$ cat src/design/cs20_pkg.sv
// Shared types, constants and block-function helpers for the ChaCha20 stream XOR unit.
package cs20_pkg;

    localparam int DOUBLE_ROUNDS = 10;
    localparam int ROUND_STEPS   = 4 * DOUBLE_ROUNDS;
    localparam int STEP_W        = $clog2(ROUND_STEPS);
    localparam int ADDR_W        = 6;
    localparam int DATA_W        = 64;

    typedef logic [31:0] word_t;
    typedef logic [15:0][31:0] block_t;

    localparam word_t SIGMA0 = 32'h61707865;
    localparam word_t SIGMA1 = 32'h3320646e;
    localparam word_t SIGMA2 = 32'h79622d32;
    localparam word_t SIGMA3 = 32'h6b206574;

    typedef enum logic [2:0] {
        REG_KEY0     = 3'd0,
        REG_KEY1     = 3'd1,
        REG_KEY2     = 3'd2,
        REG_KEY3     = 3'd3,
        REG_NONCE_LO = 3'd4,
        REG_NONCE_HI = 3'd5,
        REG_INIT_CTR = 3'd6
    } reg_idx_t;

    typedef enum logic [1:0] {
        ST_OK       = 2'd0,
        ST_ZERO_CTR = 2'd1,
        ST_OVERFLOW = 2'd2
    } status_t;

    typedef struct packed {
        logic [63:0] key0;
        logic [63:0] key1;
        logic [63:0] key2;
        logic [63:0] key3;
        logic [63:0] nonce_lo;
        word_t       nonce_hi;
        word_t       init_ctr;
    } cfg_t;

    typedef struct packed {
        logic [7:0] data;
        logic       last;
        logic [1:0] err;
        logic [5:0] pos;
        logic       new_blk;
        word_t      ctr;
    } item_t;

    typedef struct packed {
        logic [7:0] val;
        logic       last;
        logic [1:0] status;
    } res_t;

    typedef struct packed {
        word_t a;
        word_t b;
        word_t c;
        word_t d;
    } quad_t;

    function automatic block_t init_block(input cfg_t c, input word_t ctr);
        block_t b;
        b[0]  = SIGMA0;
        b[1]  = SIGMA1;
        b[2]  = SIGMA2;
        b[3]  = SIGMA3;
        b[4]  = c.key0[31:0];
        b[5]  = c.key0[63:32];
        b[6]  = c.key1[31:0];
        b[7]  = c.key1[63:32];
        b[8]  = c.key2[31:0];
        b[9]  = c.key2[63:32];
        b[10] = c.key3[31:0];
        b[11] = c.key3[63:32];
        b[12] = ctr;
        b[13] = c.nonce_lo[31:0];
        b[14] = c.nonce_lo[63:32];
        b[15] = c.nonce_hi;
        return b;
    endfunction

    // Half quarter-round: rotations 16/12 in the first half, 8/7 in the second.
    function automatic quad_t half_qr(input quad_t q, input logic second);
        word_t a;
        word_t b;
        word_t c;
        word_t d;
        word_t x;
        word_t y;
        quad_t r;
        a = q.a + q.b;
        x = q.d ^ a;
        d = second ? {x[23:0], x[31:24]} : {x[15:0], x[31:16]};
        c = q.c + d;
        y = q.b ^ c;
        b = second ? {y[24:0], y[31:25]} : {y[19:0], y[31:20]};
        r.a = a;
        r.b = b;
        r.c = c;
        r.d = d;
        return r;
    endfunction

endpackage

$ cat src/design/chacha20_stream_xor_unit.sv
// Top level of the ChaCha20 stream XOR unit.
// Flow: a pushed byte passes through the front queue and then the result queue; a byte that
// opens a block first waits for the block function (load, 40 half-round steps, final add).
// Throughput: one byte per cycle within a block while the result side is not stalled.
// Reset: counter, byte position and error code clear; initial_counter resets to 1.
module chacha20_stream_xor_unit (
    input  logic                  clk,
    input  logic                  rst_n,
    input  logic                  psel,
    input  logic                  penable,
    input  logic                  pwrite,
    input  logic [cs20_pkg::ADDR_W-1:0] paddr,
    input  logic [cs20_pkg::DATA_W-1:0] pwdata,
    output logic [cs20_pkg::DATA_W-1:0] prdata,
    output logic                  pready,
    input  logic                  push,
    output logic                  full,
    input  logic [7:0]            data_byte,
    input  logic                  first_byte,
    input  logic                  last_byte,
    output logic                  empty,
    input  logic                  pop,
    output logic [7:0]            out_byte,
    output logic                  out_last,
    output logic [1:0]            status
);
    import cs20_pkg::*;

    cfg_t  cfg;
    item_t q_head;
    logic  q_empty;
    logic  q_pop;
    res_t  res;

    cs20_cfg u_cfg (
        .clk     (clk),
        .rst_n   (rst_n),
        .psel    (psel),
        .penable (penable),
        .pwrite  (pwrite),
        .paddr   (paddr),
        .pwdata  (pwdata),
        .prdata  (prdata),
        .pready  (pready),
        .cfg     (cfg)
    );

    cs20_front u_front (
        .clk        (clk),
        .rst_n      (rst_n),
        .push       (push),
        .full       (full),
        .data_byte  (data_byte),
        .first_byte (first_byte),
        .last_byte  (last_byte),
        .init_ctr   (cfg.init_ctr),
        .q_pop      (q_pop),
        .q_empty    (q_empty),
        .q_head     (q_head)
    );

    cs20_core u_core (
        .clk       (clk),
        .rst_n     (rst_n),
        .cfg       (cfg),
        .q_empty   (q_empty),
        .q_head    (q_head),
        .q_pop     (q_pop),
        .res_empty (empty),
        .res_pop   (pop),
        .res       (res)
    );

    assign out_byte = res.val;
    assign out_last = res.last;
    assign status   = res.status;

endmodule

$ cat src/design/cs20_cfg.sv
// APB-style configuration register file.
module cs20_cfg (
    input  logic                  clk,
    input  logic                  rst_n,
    input  logic                  psel,
    input  logic                  penable,
    input  logic                  pwrite,
    input  logic [cs20_pkg::ADDR_W-1:0] paddr,
    input  logic [cs20_pkg::DATA_W-1:0] pwdata,
    output logic [cs20_pkg::DATA_W-1:0] prdata,
    output logic                  pready,
    output cs20_pkg::cfg_t        cfg
);
    import cs20_pkg::*;

    cfg_t     cfg_reg;
    reg_idx_t idx;
    logic     wr_en;

    assign idx    = reg_idx_t'(paddr[ADDR_W-1:3]);
    assign wr_en  = psel && penable && pwrite;
    assign pready = 1'b1;
    assign cfg    = cfg_reg;

    always_ff @(posedge clk or negedge rst_n)
    begin
        if (!rst_n)
        begin
            cfg_reg.key0     <= '0;
            cfg_reg.key1     <= '0;
            cfg_reg.key2     <= '0;
            cfg_reg.key3     <= '0;
            cfg_reg.nonce_lo <= '0;
            cfg_reg.nonce_hi <= '0;
            cfg_reg.init_ctr <= 32'd1;
        end
        else if (wr_en)
        begin
            case (idx)
                REG_KEY0:     cfg_reg.key0     <= pwdata;
                REG_KEY1:     cfg_reg.key1     <= pwdata;
                REG_KEY2:     cfg_reg.key2     <= pwdata;
                REG_KEY3:     cfg_reg.key3     <= pwdata;
                REG_NONCE_LO: cfg_reg.nonce_lo <= pwdata;
                REG_NONCE_HI: cfg_reg.nonce_hi <= pwdata[31:0];
                REG_INIT_CTR: cfg_reg.init_ctr <= pwdata[31:0];
                default:      ;
            endcase
        end
    end

    always_comb
    begin
        case (idx)
            REG_KEY0:     prdata = cfg_reg.key0;
            REG_KEY1:     prdata = cfg_reg.key1;
            REG_KEY2:     prdata = cfg_reg.key2;
            REG_KEY3:     prdata = cfg_reg.key3;
            REG_NONCE_LO: prdata = cfg_reg.nonce_lo;
            REG_NONCE_HI: prdata = {32'd0, cfg_reg.nonce_hi};
            REG_INIT_CTR: prdata = {32'd0, cfg_reg.init_ctr};
            default:      prdata = '0;
        endcase
    end

endmodule

$ cat src/design/cs20_front.sv
// Front end: accepts bytes, tracks counter/position/error, queues classified items.
module cs20_front (
    input  logic             clk,
    input  logic             rst_n,
    input  logic             push,
    output logic             full,
    input  logic [7:0]       data_byte,
    input  logic             first_byte,
    input  logic             last_byte,
    input  cs20_pkg::word_t  init_ctr,
    input  logic             q_pop,
    output logic             q_empty,
    output cs20_pkg::item_t  q_head
);
    import cs20_pkg::*;

    word_t      ctr_reg;
    word_t      ctr_next;
    logic [1:0] err_reg;
    logic [1:0] err_next;
    logic [5:0] pos_reg;
    logic [5:0] pos_eff;
    logic       new_blk;
    logic       accept;
    item_t      item;

    item_t      q_mem_reg [2];
    logic       wr_ptr_reg;
    logic       rd_ptr_reg;
    logic [1:0] count_reg;

    assign full    = (count_reg == 2'd2);
    assign q_empty = (count_reg == 2'd0);
    assign accept  = push && !full;
    assign q_head  = q_mem_reg[rd_ptr_reg];

    always_comb
    begin
        pos_eff  = first_byte ? 6'd0 : pos_reg;
        new_blk  = first_byte || (pos_reg == 6'd0);
        ctr_next = ctr_reg;
        err_next = err_reg;
        if (first_byte)
        begin
            ctr_next = init_ctr;
            err_next = (init_ctr == 32'd0) ? ST_ZERO_CTR : ST_OK;
        end
        else if (pos_reg == 6'd0)
        begin
            if (ctr_reg == 32'hffff_ffff)
            begin
                if (err_reg == ST_OK)
                begin
                    err_next = ST_OVERFLOW;
                end
            end
            else
            begin
                ctr_next = ctr_reg + 32'd1;
            end
        end
        item.data    = data_byte;
        item.last    = last_byte;
        item.err     = err_next;
        item.pos     = pos_eff;
        item.new_blk = new_blk;
        item.ctr     = ctr_next;
    end

    always_ff @(posedge clk or negedge rst_n)
    begin
        if (!rst_n)
        begin
            ctr_reg    <= '0;
            err_reg    <= ST_OK;
            pos_reg    <= '0;
            wr_ptr_reg <= 1'b0;
            rd_ptr_reg <= 1'b0;
            count_reg  <= '0;
        end
        else
        begin
            if (accept)
            begin
                ctr_reg    <= ctr_next;
                err_reg    <= err_next;
                pos_reg    <= pos_eff + 6'd1;
                wr_ptr_reg <= ~wr_ptr_reg;
            end
            if (q_pop)
            begin
                rd_ptr_reg <= ~rd_ptr_reg;
            end
            count_reg <= count_reg + {1'b0, accept} - {1'b0, q_pop};
        end
    end

    always_ff @(posedge clk)
    begin
        if (accept)
        begin
            q_mem_reg[wr_ptr_reg] <= item;
        end
    end

endmodule

$ cat src/design/cs20_core.sv
// Back end: block function (half quarter-round per cycle), keystream XOR, result queue.
module cs20_core (
    input  logic             clk,
    input  logic             rst_n,
    input  cs20_pkg::cfg_t   cfg,
    input  logic             q_empty,
    input  cs20_pkg::item_t  q_head,
    output logic             q_pop,
    output logic             res_empty,
    input  logic             res_pop,
    output cs20_pkg::res_t   res
);
    import cs20_pkg::*;

    typedef enum logic [1:0] {
        S_IDLE,
        S_ROUND,
        S_FINAL
    } state_t;

    state_t            state_reg;
    logic [STEP_W-1:0] step_reg;
    logic              fresh_reg;

    block_t     rs_reg;
    block_t     rs_next;
    block_t     ks_reg;
    block_t     init;
    logic       start;
    logic       emit;
    logic       room;
    word_t      ks_word;
    logic [7:0] ks_byte;
    res_t       res_item;

    res_t       res_mem_reg [2];
    logic       res_wr_reg;
    logic       res_rd_reg;
    logic [1:0] res_cnt_reg;

    assign init      = init_block(cfg, q_head.ctr);
    assign room      = (res_cnt_reg != 2'd2);
    assign start     = (state_reg == S_IDLE) && !q_empty && q_head.new_blk && !fresh_reg;
    assign emit      = (state_reg == S_IDLE) && !q_empty && room
                       && (!q_head.new_blk || fresh_reg);
    assign q_pop     = emit;
    assign res_empty = (res_cnt_reg == 2'd0);
    assign res       = res_mem_reg[res_rd_reg];

    assign ks_word = ks_reg[q_head.pos[5:2]];
    assign ks_byte = ks_word[{q_head.pos[1:0], 3'b000} +: 8];

    always_comb
    begin
        res_item.val    = (q_head.err != ST_OK) ? 8'd0 : (q_head.data ^ ks_byte);
        res_item.last   = q_head.last;
        res_item.status = q_head.err;
    end

    // Four lanes; step bit 1 picks column or diagonal, bit 0 picks the half.
    always_comb
    begin
        logic [1:0] lb;
        logic [1:0] lc;
        logic [1:0] ld;
        quad_t      qi;
        quad_t      qo;
        rs_next = rs_reg;
        for (int j = 0; j < 4; j++)
        begin
            lb   = 2'(j) + {1'b0, step_reg[1]};
            lc   = 2'(j) + {step_reg[1], 1'b0};
            ld   = 2'(j) + {step_reg[1], step_reg[1]};
            qi.a = rs_reg[{2'b00, 2'(j)}];
            qi.b = rs_reg[{2'b01, lb}];
            qi.c = rs_reg[{2'b10, lc}];
            qi.d = rs_reg[{2'b11, ld}];
            qo   = half_qr(qi, step_reg[0]);
            rs_next[{2'b00, 2'(j)}] = qo.a;
            rs_next[{2'b01, lb}]    = qo.b;
            rs_next[{2'b10, lc}]    = qo.c;
            rs_next[{2'b11, ld}]    = qo.d;
        end
    end

    always_ff @(posedge clk or negedge rst_n)
    begin
        if (!rst_n)
        begin
            state_reg <= S_IDLE;
            step_reg  <= '0;
            fresh_reg <= 1'b0;
        end
        else
        begin
            case (state_reg)
                S_IDLE:
                begin
                    if (start)
                    begin
                        step_reg  <= '0;
                        state_reg <= S_ROUND;
                    end
                    else if (emit)
                    begin
                        fresh_reg <= 1'b0;
                    end
                end
                S_ROUND:
                begin
                    step_reg <= step_reg + STEP_W'(1);
                    if (step_reg == STEP_W'(ROUND_STEPS - 1))
                    begin
                        state_reg <= S_FINAL;
                    end
                end
                S_FINAL:
                begin
                    fresh_reg <= 1'b1;
                    state_reg <= S_IDLE;
                end
                default:
                begin
                    state_reg <= S_IDLE;
                end
            endcase
        end
    end

    always_ff @(posedge clk)
    begin
        if (start)
        begin
            rs_reg <= init;
        end
        else if (state_reg == S_ROUND)
        begin
            rs_reg <= rs_next;
        end
        if (state_reg == S_FINAL)
        begin
            for (int i = 0; i < 16; i++)
            begin
                ks_reg[i] <= rs_reg[i] + init[i];
            end
        end
        if (emit)
        begin
            res_mem_reg[res_wr_reg] <= res_item;
        end
    end

    always_ff @(posedge clk or negedge rst_n)
    begin
        if (!rst_n)
        begin
            res_wr_reg  <= 1'b0;
            res_rd_reg  <= 1'b0;
            res_cnt_reg <= '0;
        end
        else
        begin
            if (emit)
            begin
                res_wr_reg <= ~res_wr_reg;
            end
            if (res_pop && !res_empty)
            begin
                res_rd_reg <= ~res_rd_reg;
            end
            res_cnt_reg <= res_cnt_reg + {1'b0, emit} - {1'b0, res_pop && !res_empty};
        end
    end

endmodule

$ cat config.mk
export PLATFORM = sky130hd
export DESIGN_NAME = chacha20_stream_xor_unit
export DESIGN_NICKNAME = d
export VERILOG_FILES = /design/src/design/cs20_pkg.sv /design/src/design/chacha20_stream_xor_unit.sv /design/src/design/cs20_cfg.sv /design/src/design/cs20_front.sv /design/src/design/cs20_core.sv
export SDC_FILE = /design/constraint.sdc
export NUM_CORES = 2
export LEC_CHECK = 0
export BUFFER_PORTS_ARGS = -buffer_cell sky130_fd_sc_hd__buf_2
export CAP_MARGIN = 0
export CORE_ASPECT_RATIO = 0.75
export CORE_MARGIN = 4
export CORE_UTILIZATION = 45
export CTS_CLUSTER_SIZE = 20
export DETAILED_ROUTE_END_ITERATION = 8
export PLACE_DENSITY = 0.58
export SLEW_MARGIN = 20
export SYNTH_ARGS = -nofsm -noshare
export SYNTH_HDL_FRONTEND = slang
export SYNTH_SLANG_ARGS = --single-unit
$ cat constraint.sdc
create_clock -name clk -period 27.1 [get_ports clk]
set_input_delay 4.065 -clock clk [delete_from_list [all_inputs] [get_ports clk]]
set_output_delay 4.065 -clock clk [all_outputs]
set_load 0.005 [all_outputs]
Word-level counts from Yosys, hierarchy flattened
Memory sizes are Yosys's and may differ from the RTL's.
Cells that the tools add are included.
{"block": "op_classes", "addsub": 40, "n_lt_le_gt_ge": 25, "eq_ne": 16, "shift": 1, "n_mux": 95, "bitwise_logic": 13, "n_reduce_logical": 49}
{"op": "512-bit bitwise mux", "count": 12}
{"op": "32-bit two-way mux", "count": 39}
{"op": "512-bit two-way mux", "count": 2}
{"op": "32-bit adder", "count": 20}
{"op": "32-bit binary-select mux with 2-bit select", "count": 9}
{"op": "32-bit demux with 2-bit select", "count": 9}
{"op": "64-bit case mux with 7 select lines", "count": 1}
{"op": "32-bit bitwise XOR", "count": 8}
{"op": "32-bit binary-select mux with 4-bit select", "count": 1}
{"op": "32-bit by 31-bit adder with 32-bit output (second input constant)", "count": 3}
{"op": "32-bit demux with 1-bit select", "count": 3}
{"op": "4-bit by 5-bit < comparator with 1-bit output (second input constant)", "count": 9}
{"op": "32-bit by 1-bit adder with 32-bit output (second input constant)", "count": 1}
{"op": "32-bit by 30-bit adder with 32-bit output (second input constant)", "count": 1}
{"op": "32-bit == test (second input constant)", "count": 1}
{"op": "4-bit by 1-bit >= comparator with 1-bit output (second input constant)", "count": 8}
{"op": "32-bit zero test", "count": 1}
{"op": "32-bit by 6-bit indexed part select with 8-bit output", "count": 1}
{"op": "1-bit logical AND", "count": 21}
{"op": "3-bit by 5-bit < comparator with 1-bit output (second input constant)", "count": 4}
{"op": "2-bit AND reduction", "count": 9}
{"op": "6-bit by 1-bit adder with 6-bit output (second input constant)", "count": 2}
{"op": "3-bit by 1-bit >= comparator with 1-bit output (second input constant)", "count": 4}
{"op": "2-bit two-way mux", "count": 6}
{"op": "29 further kinds", "count": 64}
{"block": "word_totals", "ff_bits": 1465, "ramBits": 122, "inputBits": 87, "output_inout_bits": 78, "n_memories": 2}
{"memory": "u_front.q_mem_reg", "depth": 2, "width": 50, "rd": 1, "rd_ports_with_merged_regs": 0, "write_ports": 1, "line": "cs20_front.sv:27", "text": "item_t q_mem_reg [2];"}
{"memory": "u_core.res_mem_reg", "depth": 2, "width": 11, "rd": 1, "rd_ports_with_merged_regs": 0, "write_ports": 1, "line": "cs20_core.sv:36", "text": "res_t res_mem_reg [2];"}

Longest topological paths before layout
{"block": "logic_depth", "word_depth": 22, "mapped_depth": 34, "mapped_depth_nobuf": 29}

Cells and area by module
Synthesis repeated with hierarchy kept, for this count alone.
{"block": "hier_totals", "hier_cells": 10641, "hier_area_um2": 110542.3}
{"module": "cs20_core", "instances": 1, "cells_each": 8707, "area_per_inst_um2": 85418.2, "seq_area_each_um2": 30454.2}
{"module": "cs20_cfg", "instances": 1, "cells_each": 1280, "area_per_inst_um2": 17720.7, "seq_area_each_um2": 9610.5}
{"module": "cs20_front", "instances": 1, "cells_each": 654, "area_per_inst_um2": 7403.4, "seq_area_each_um2": 4103.9}

Worst setup path after synthesis
OpenSTA, ideal clock, no wires.
{"block": "synth_path", "path_type": "reg2reg", "from": "register u_core.state_reg[0]", "to": "register u_core.ks_reg[0] (netlist name) (enable)", "arrival_time_ns": 22.952, "t_required_ns": 25.638, "slack_ns": 2.686, "path_stages_with_launch": 2, "path_buffers": 0, "path_cell_list": "dfrtp_1 nor2b_1"}
{"block": "synth_between", "elab_chain_cells": 1}
{"item": "start, declared", "line": "cs20_core.sv:21", "text": "state_t state_reg;"}
{"item": "start signal, assigned", "line": "cs20_core.sv:90", "text": "state_reg <= S_IDLE;"}
{"item": "start signal, assigned", "line": "cs20_core.sv:102", "text": "state_reg <= S_ROUND;"}
{"item": "start signal, assigned", "line": "cs20_core.sv:114", "text": "state_reg <= S_FINAL;"}
{"item": "2-bit == test", "line": "cs20_core.sv:140", "text": "if (state_reg == S_FINAL)"}
{"item": "end signal, assigned by index", "line": "cs20_core.sv:144", "text": "ks_reg[i] <= rs_reg[i] + init[i];"}
{"item": "end, declared", "line": "cs20_core.sv:27", "text": "block_t ks_reg;"}
Every way passes these cells.
A chain may end at the register's enable or synchronous reset.

Worst setup path after layout
{"block": "layout_path", "from": "register u_core.step_reg[1]", "to": "register u_core.rs_reg[193] (netlist name), data pin"}
{"block": "layout_between", "elab_chain_cells": 22}
{"item": "start, declared", "line": "cs20_core.sv:22", "text": "logic [STEP_W-1:0] step_reg;"}
{"item": "start signal, assigned", "line": "cs20_core.sv:111", "text": "step_reg <= step_reg + STEP_W'(1);"}
{"item": "32-bit two-way mux (implied by the code) (2 in series)", "line": "cs20_core.sv:75", "text": "qi.b = rs_reg[{2'b01, lb}];"}
{"item": "32-bit adder", "line": "cs20_pkg.sv:96", "text": "a = q.a + q.b;"}
{"item": "32-bit bitwise XOR", "line": "cs20_pkg.sv:97", "text": "x = q.d ^ a;"}
{"item": "32-bit two-way mux", "line": "cs20_pkg.sv:98", "text": "d = second ? {x[23:0], x[31:24]} : {x[15:0], x[31:16]};"}
{"item": "32-bit adder", "line": "cs20_pkg.sv:99", "text": "c = q.c + d;"}
{"item": "32-bit bitwise XOR", "line": "cs20_pkg.sv:100", "text": "y = q.b ^ c;"}
{"item": "32-bit two-way mux", "line": "cs20_pkg.sv:101", "text": "b = second ? {y[24:0], y[31:25]} : {y[19:0], y[31:20]};"}
{"item": "512-bit bitwise mux", "line": "cs20_core.sv:80", "text": "rs_next[{2'b01, lb}] = qo.b;"}
{"item": "[5 not listed]"}
{"item": "512-bit bitwise mux", "line": "cs20_core.sv:80"}
{"item": "512-bit bitwise mux", "line": "cs20_core.sv:81", "text": "rs_next[{2'b10, lc}] = qo.c;"}
{"item": "512-bit bitwise mux", "line": "cs20_core.sv:82", "text": "rs_next[{2'b11, ld}] = qo.d;"}
{"item": "512-bit bitwise mux", "line": "cs20_core.sv:80"}
{"item": "512-bit bitwise mux", "line": "cs20_core.sv:81"}
{"item": "512-bit bitwise mux (*)", "line": "cs20_core.sv:82"}
{"item": "512-bit two-way mux (*)", "line": "cs20_core.sv:136", "text": "else if (state_reg == S_ROUND)"}
{"item": "512-bit two-way mux (*)", "line": "cs20_core.sv:132", "text": "if (start)"}
{"item": "end signal, assigned", "line": "cs20_core.sv:134", "text": "rs_reg <= init;"}
{"item": "end signal, assigned", "line": "cs20_core.sv:138", "text": "rs_reg <= rs_next;"}
{"item": "end, declared", "line": "cs20_core.sv:25", "text": "block_t rs_reg;"}
Every way passes the cells marked *; elsewhere a longest branch is shown, timed or not. The select of a mux whose other input is x is not followed.

==> summary.md <==
| Metric | Value |
|---|---|
| DRT Wirelength | `631800 um` |
| Max-slew headroom | `0.2998%` |
| Yosys top cell area share | `27.59%` |
| Crit-path max FO | `55` |
| Max cap viols | `2` |
| Layout cells sized above 1 | `16.18%` |
| Slew @ Worst Pin | `1.485 ns` |
| First-pass GRT wire length | `817500 um` |
| # H-tree levels | `4` |
| Syn. warnings | `0` |
| Core Util, Final | `50.35%` |
| Synth area leader | `edfxtp_1` |
| Failing checks | `max-capacitance violations` |
| # resized after CTS | `0` |
| Critical path class | `reg2reg` |
| Setup crit start | `u_core.step_reg[1]` |
| Fmax | `0.07054 GHz` |
| CP most frequent cell | `buf_4` |
| Congestion Overflow GR | `0` |
| DR top layer | `met5` |
| Setup bufs post-CTS | `0` |
| Post-Syn Area | `110800 um^2` |
| Post-route DRC | `0` |
| Period minus WS final | `14.18 ns` |
| DR WL met2 | `221300 um` |
| Yosys reg bits | `1587` |
| Initial DRT Pass Iterations | `9` |
| Unique masters post-synth | `104` |
| Crit path to | `u_core.rs_reg[193]` |
| DRT iter0 DRCs | `17850` |
| Unrepaired setup endpoints after global routing | `no` |
| Fin Clk Skew | `0.05719 ns` |
| Crit-path max cell delay | `0.94 ns` |
| M1 wire length | `254000 um` |
| Root buf cell | `clkbuf_16` |
| Row count | `157` |
| Outcome | `finished with violations` |
| Setup TNS | `0 ns` |
| Final period utilization | `52.31%` |
| Worst r2r src | `u_core.step_reg[1]` |
| Clk buf depth | `4` |
| Initial Util | `45.31%` |
| Core ar. | `244600 um^2` |
| Overall die width | `581.0 um` |
| Post-synth ARST share | `27.79%` |
| Synthesized instance count | `10820` |
| HP Class | `reg2reg` |
| Initial antenna violation count | `82` |
| Critical path arrival | `14.78 ns` |
| Hold WS | `0.4746 ns` |
| Avg Cell Area, Syn | `10.24 um^2` |
| Worst-path clk slew | `0.07 ns` |
| Top_reg_cell synth | `edfxtp_1` |
| Layout area overhead | `11.14%` |
| Largest net degree at the start of global routing | `118` |
| Total GRT Usage | `47.91%` |
| WL met3 | `101600 um` |
| Vias in the first global route | `87800` |
| Main area contributors after synthesis | `edfxtp_1 28%, dfrtp_1 9.9%, ha_1 7.1%` |
| Fin. Hold Viols | `0` |
| Flop-to-flop setup slack | `12.92 ns` |
| Via Count | `99950` |
| Worst Setup Start Kind | `flip-flop` |
| DIE HEIGHT | `437.7 um` |
| Worst Reg-to-Reg Cells | `28` |
| CTS tree | `done` |
| GPL Wtd Cong | `1.121` |
| Port bufs | `160` |
| Vias per Instance | `6.900` |
| Antenna Nets Post-Route | `0` |
| Crit end category | `flip-flop` |
| Worst skew pair latency | `0.92 ns` |
| Slowest CP cell | `a221oi_1` |
| Wire per inst | `43.61 um` |
| EDFF count, synth | `1018` |
| CTS Buf Count | `185` |
| Clock sinks | `1587` |
| FF-to-FF End | `u_core.rs_reg[193]` |
| Nets | `11740` |
| Sequential share of the synthesized area | `39.86%` |
| Hold Buf Count CTS | `0` |
| DP Wirelength | `515200 um` |
| # IOs | `165` |
| Final Setup Violations | `0` |
| Die area | `254300 um^2` |
| Syn_nets | `11560` |
| CP Data Required Time | `27.70 ns` |
| Fin. max-slew vios | `0` |
worst min path at each step:
stage	from	endpoint	cells after the start
floorplan	u_core.rs_reg[32]	u_core.ks_reg[32]	0
global placement	u_core.rs_reg[32]	u_core.ks_reg[32]	0
detailed placement	u_core.rs_reg[32]	u_core.ks_reg[32]	0
CTS	u_core.rs_reg[32]	u_core.ks_reg[32]	0
global route	u_core.rs_reg[32]	u_core.ks_reg[32]	0
finish	u_core.rs_reg[32]	u_core.ks_reg[32]	0
stage by stage:
step,setup WS [ns],instances,cell area (um^2)
global route,13.08,14410,123000
CTS,13.87,14410,122700
detailed placement,13.90,14070,116800
finish,12.92,14490,123100
global placement,13.91,14070,116700
floorplan,2.686,10820,110800
per-layer routing:
layer / GRT usage (%) / vias up
met1: 65.21 / 50050
met2: 57.20 / 7804
met4: 33.02 / 52
met3: 24.36 / 1238
li1: - / 40810
met5: 0.5271 / -
cell type report:
cell class / instances / area (um^2)
Fill cell: 22380 / 121400
Tap cell: 3259 / 4078
Antenna cell: 80 / 200.2
Inverter: 344 / 1314
Clock inverter: 72 / 661.9
Timing Repair Buffer: 488 / 3359
Multi-Input combinational cell: 8391 / 64060
Clock buffer: 265 / 5295
Sequential cell: 1587 / 44180
critical path: cells and delay by family (launching register included):
kind            cells  cell delay, ns
compound gates     12            5.42
buf+inv             5            2.34
xor+xnor            4            2.09
mux                 2            1.21
simple gates        3            1.17
flops               1            0.75
fa+ha+maj           2            0.69
synth_stat cells (all sizes together) (22+ instances only):
master and number:
o31ai 41, a211o 26, nor4 32, and2 84
a21o 258, nand4 42, o221ai 48, a22o 93
buf 130, nor3 122, nand2 983, clkbuf 367
a21boi 23, or3 32, xnor2 641, a221oi 25
mux4 170, a22oi 70, nor2 684, a31oi 78
o22ai 49, o22a 24, o21ai 814, a21oi 699
o211ai 75, and3 92, edfxtp 1018, nand2b 80
nor2b 88, or2 31, dfrtp 440, o31a 23
xor2 352, mux2i 436, ha 631, inv 342
o21a 104, o21bai 85, nand3 214, a211oi 126
a221o 33, mux2 681, dfxtp 128, a2111oi 22
a311oi 34
cells in the final DEF, fill, tap and decap left out, types with 34 or more instances in the layout:
cell,Yosys,layout
clkbuf_16,0,189
nor3_1,122,119
o21ai_0,795,766
o21ai_1,19,41
o22ai_1,49,49
nand2b_1,80,79
and2_1,82,77
xnor2_1,640,623
dfxtp_1,128,128
a211oi_1,126,122
buf_2,62,156
and3_1,92,91
diode_2,0,80
a31oi_1,77,77
o211ai_1,74,74
o221ai_1,48,48
ha_1,631,631
mux2_2,681,681
buf_4,2,324
mux4_2,170,170
a22o_1,93,93
nand3_1,214,214
mux2i_1,436,411
a21oi_1,697,692
dfrtp_1,440,437
edfxtp_1,1018,1018
clkinv_2,0,34
a21o_1,258,258
o31ai_1,40,40
xor2_1,352,341
nor2_1,684,669
inv_1,341,340
nand2_1,983,980
o21a_1,104,104
clkbuf_1,366,48
a22oi_1,70,70
o21bai_1,84,84
nor2b_1,88,85
nand4_1,42,42
cell families (layout without fill, tap and decap cells):
family | after synthesis | in the layout | synth area share, %
compound gates | 2884 | 2884 | 16.69
simple gates | 2553 | 2553 | 10.41
flops | 1587 | 1587 | 39.86
mux | 1287 | 1287 | 14.32
xor+xnor | 1015 | 1015 | 8.307
buf+inv | 841 | 1169 | 2.927
fa+ha+maj | 651 | 651 | 7.487
other cells | 1 | 81 | 0.003384
Power is left out: the tool's default activity adds up to more than one toggle a clock period on the data nets, which glitch-free logic cannot reach.
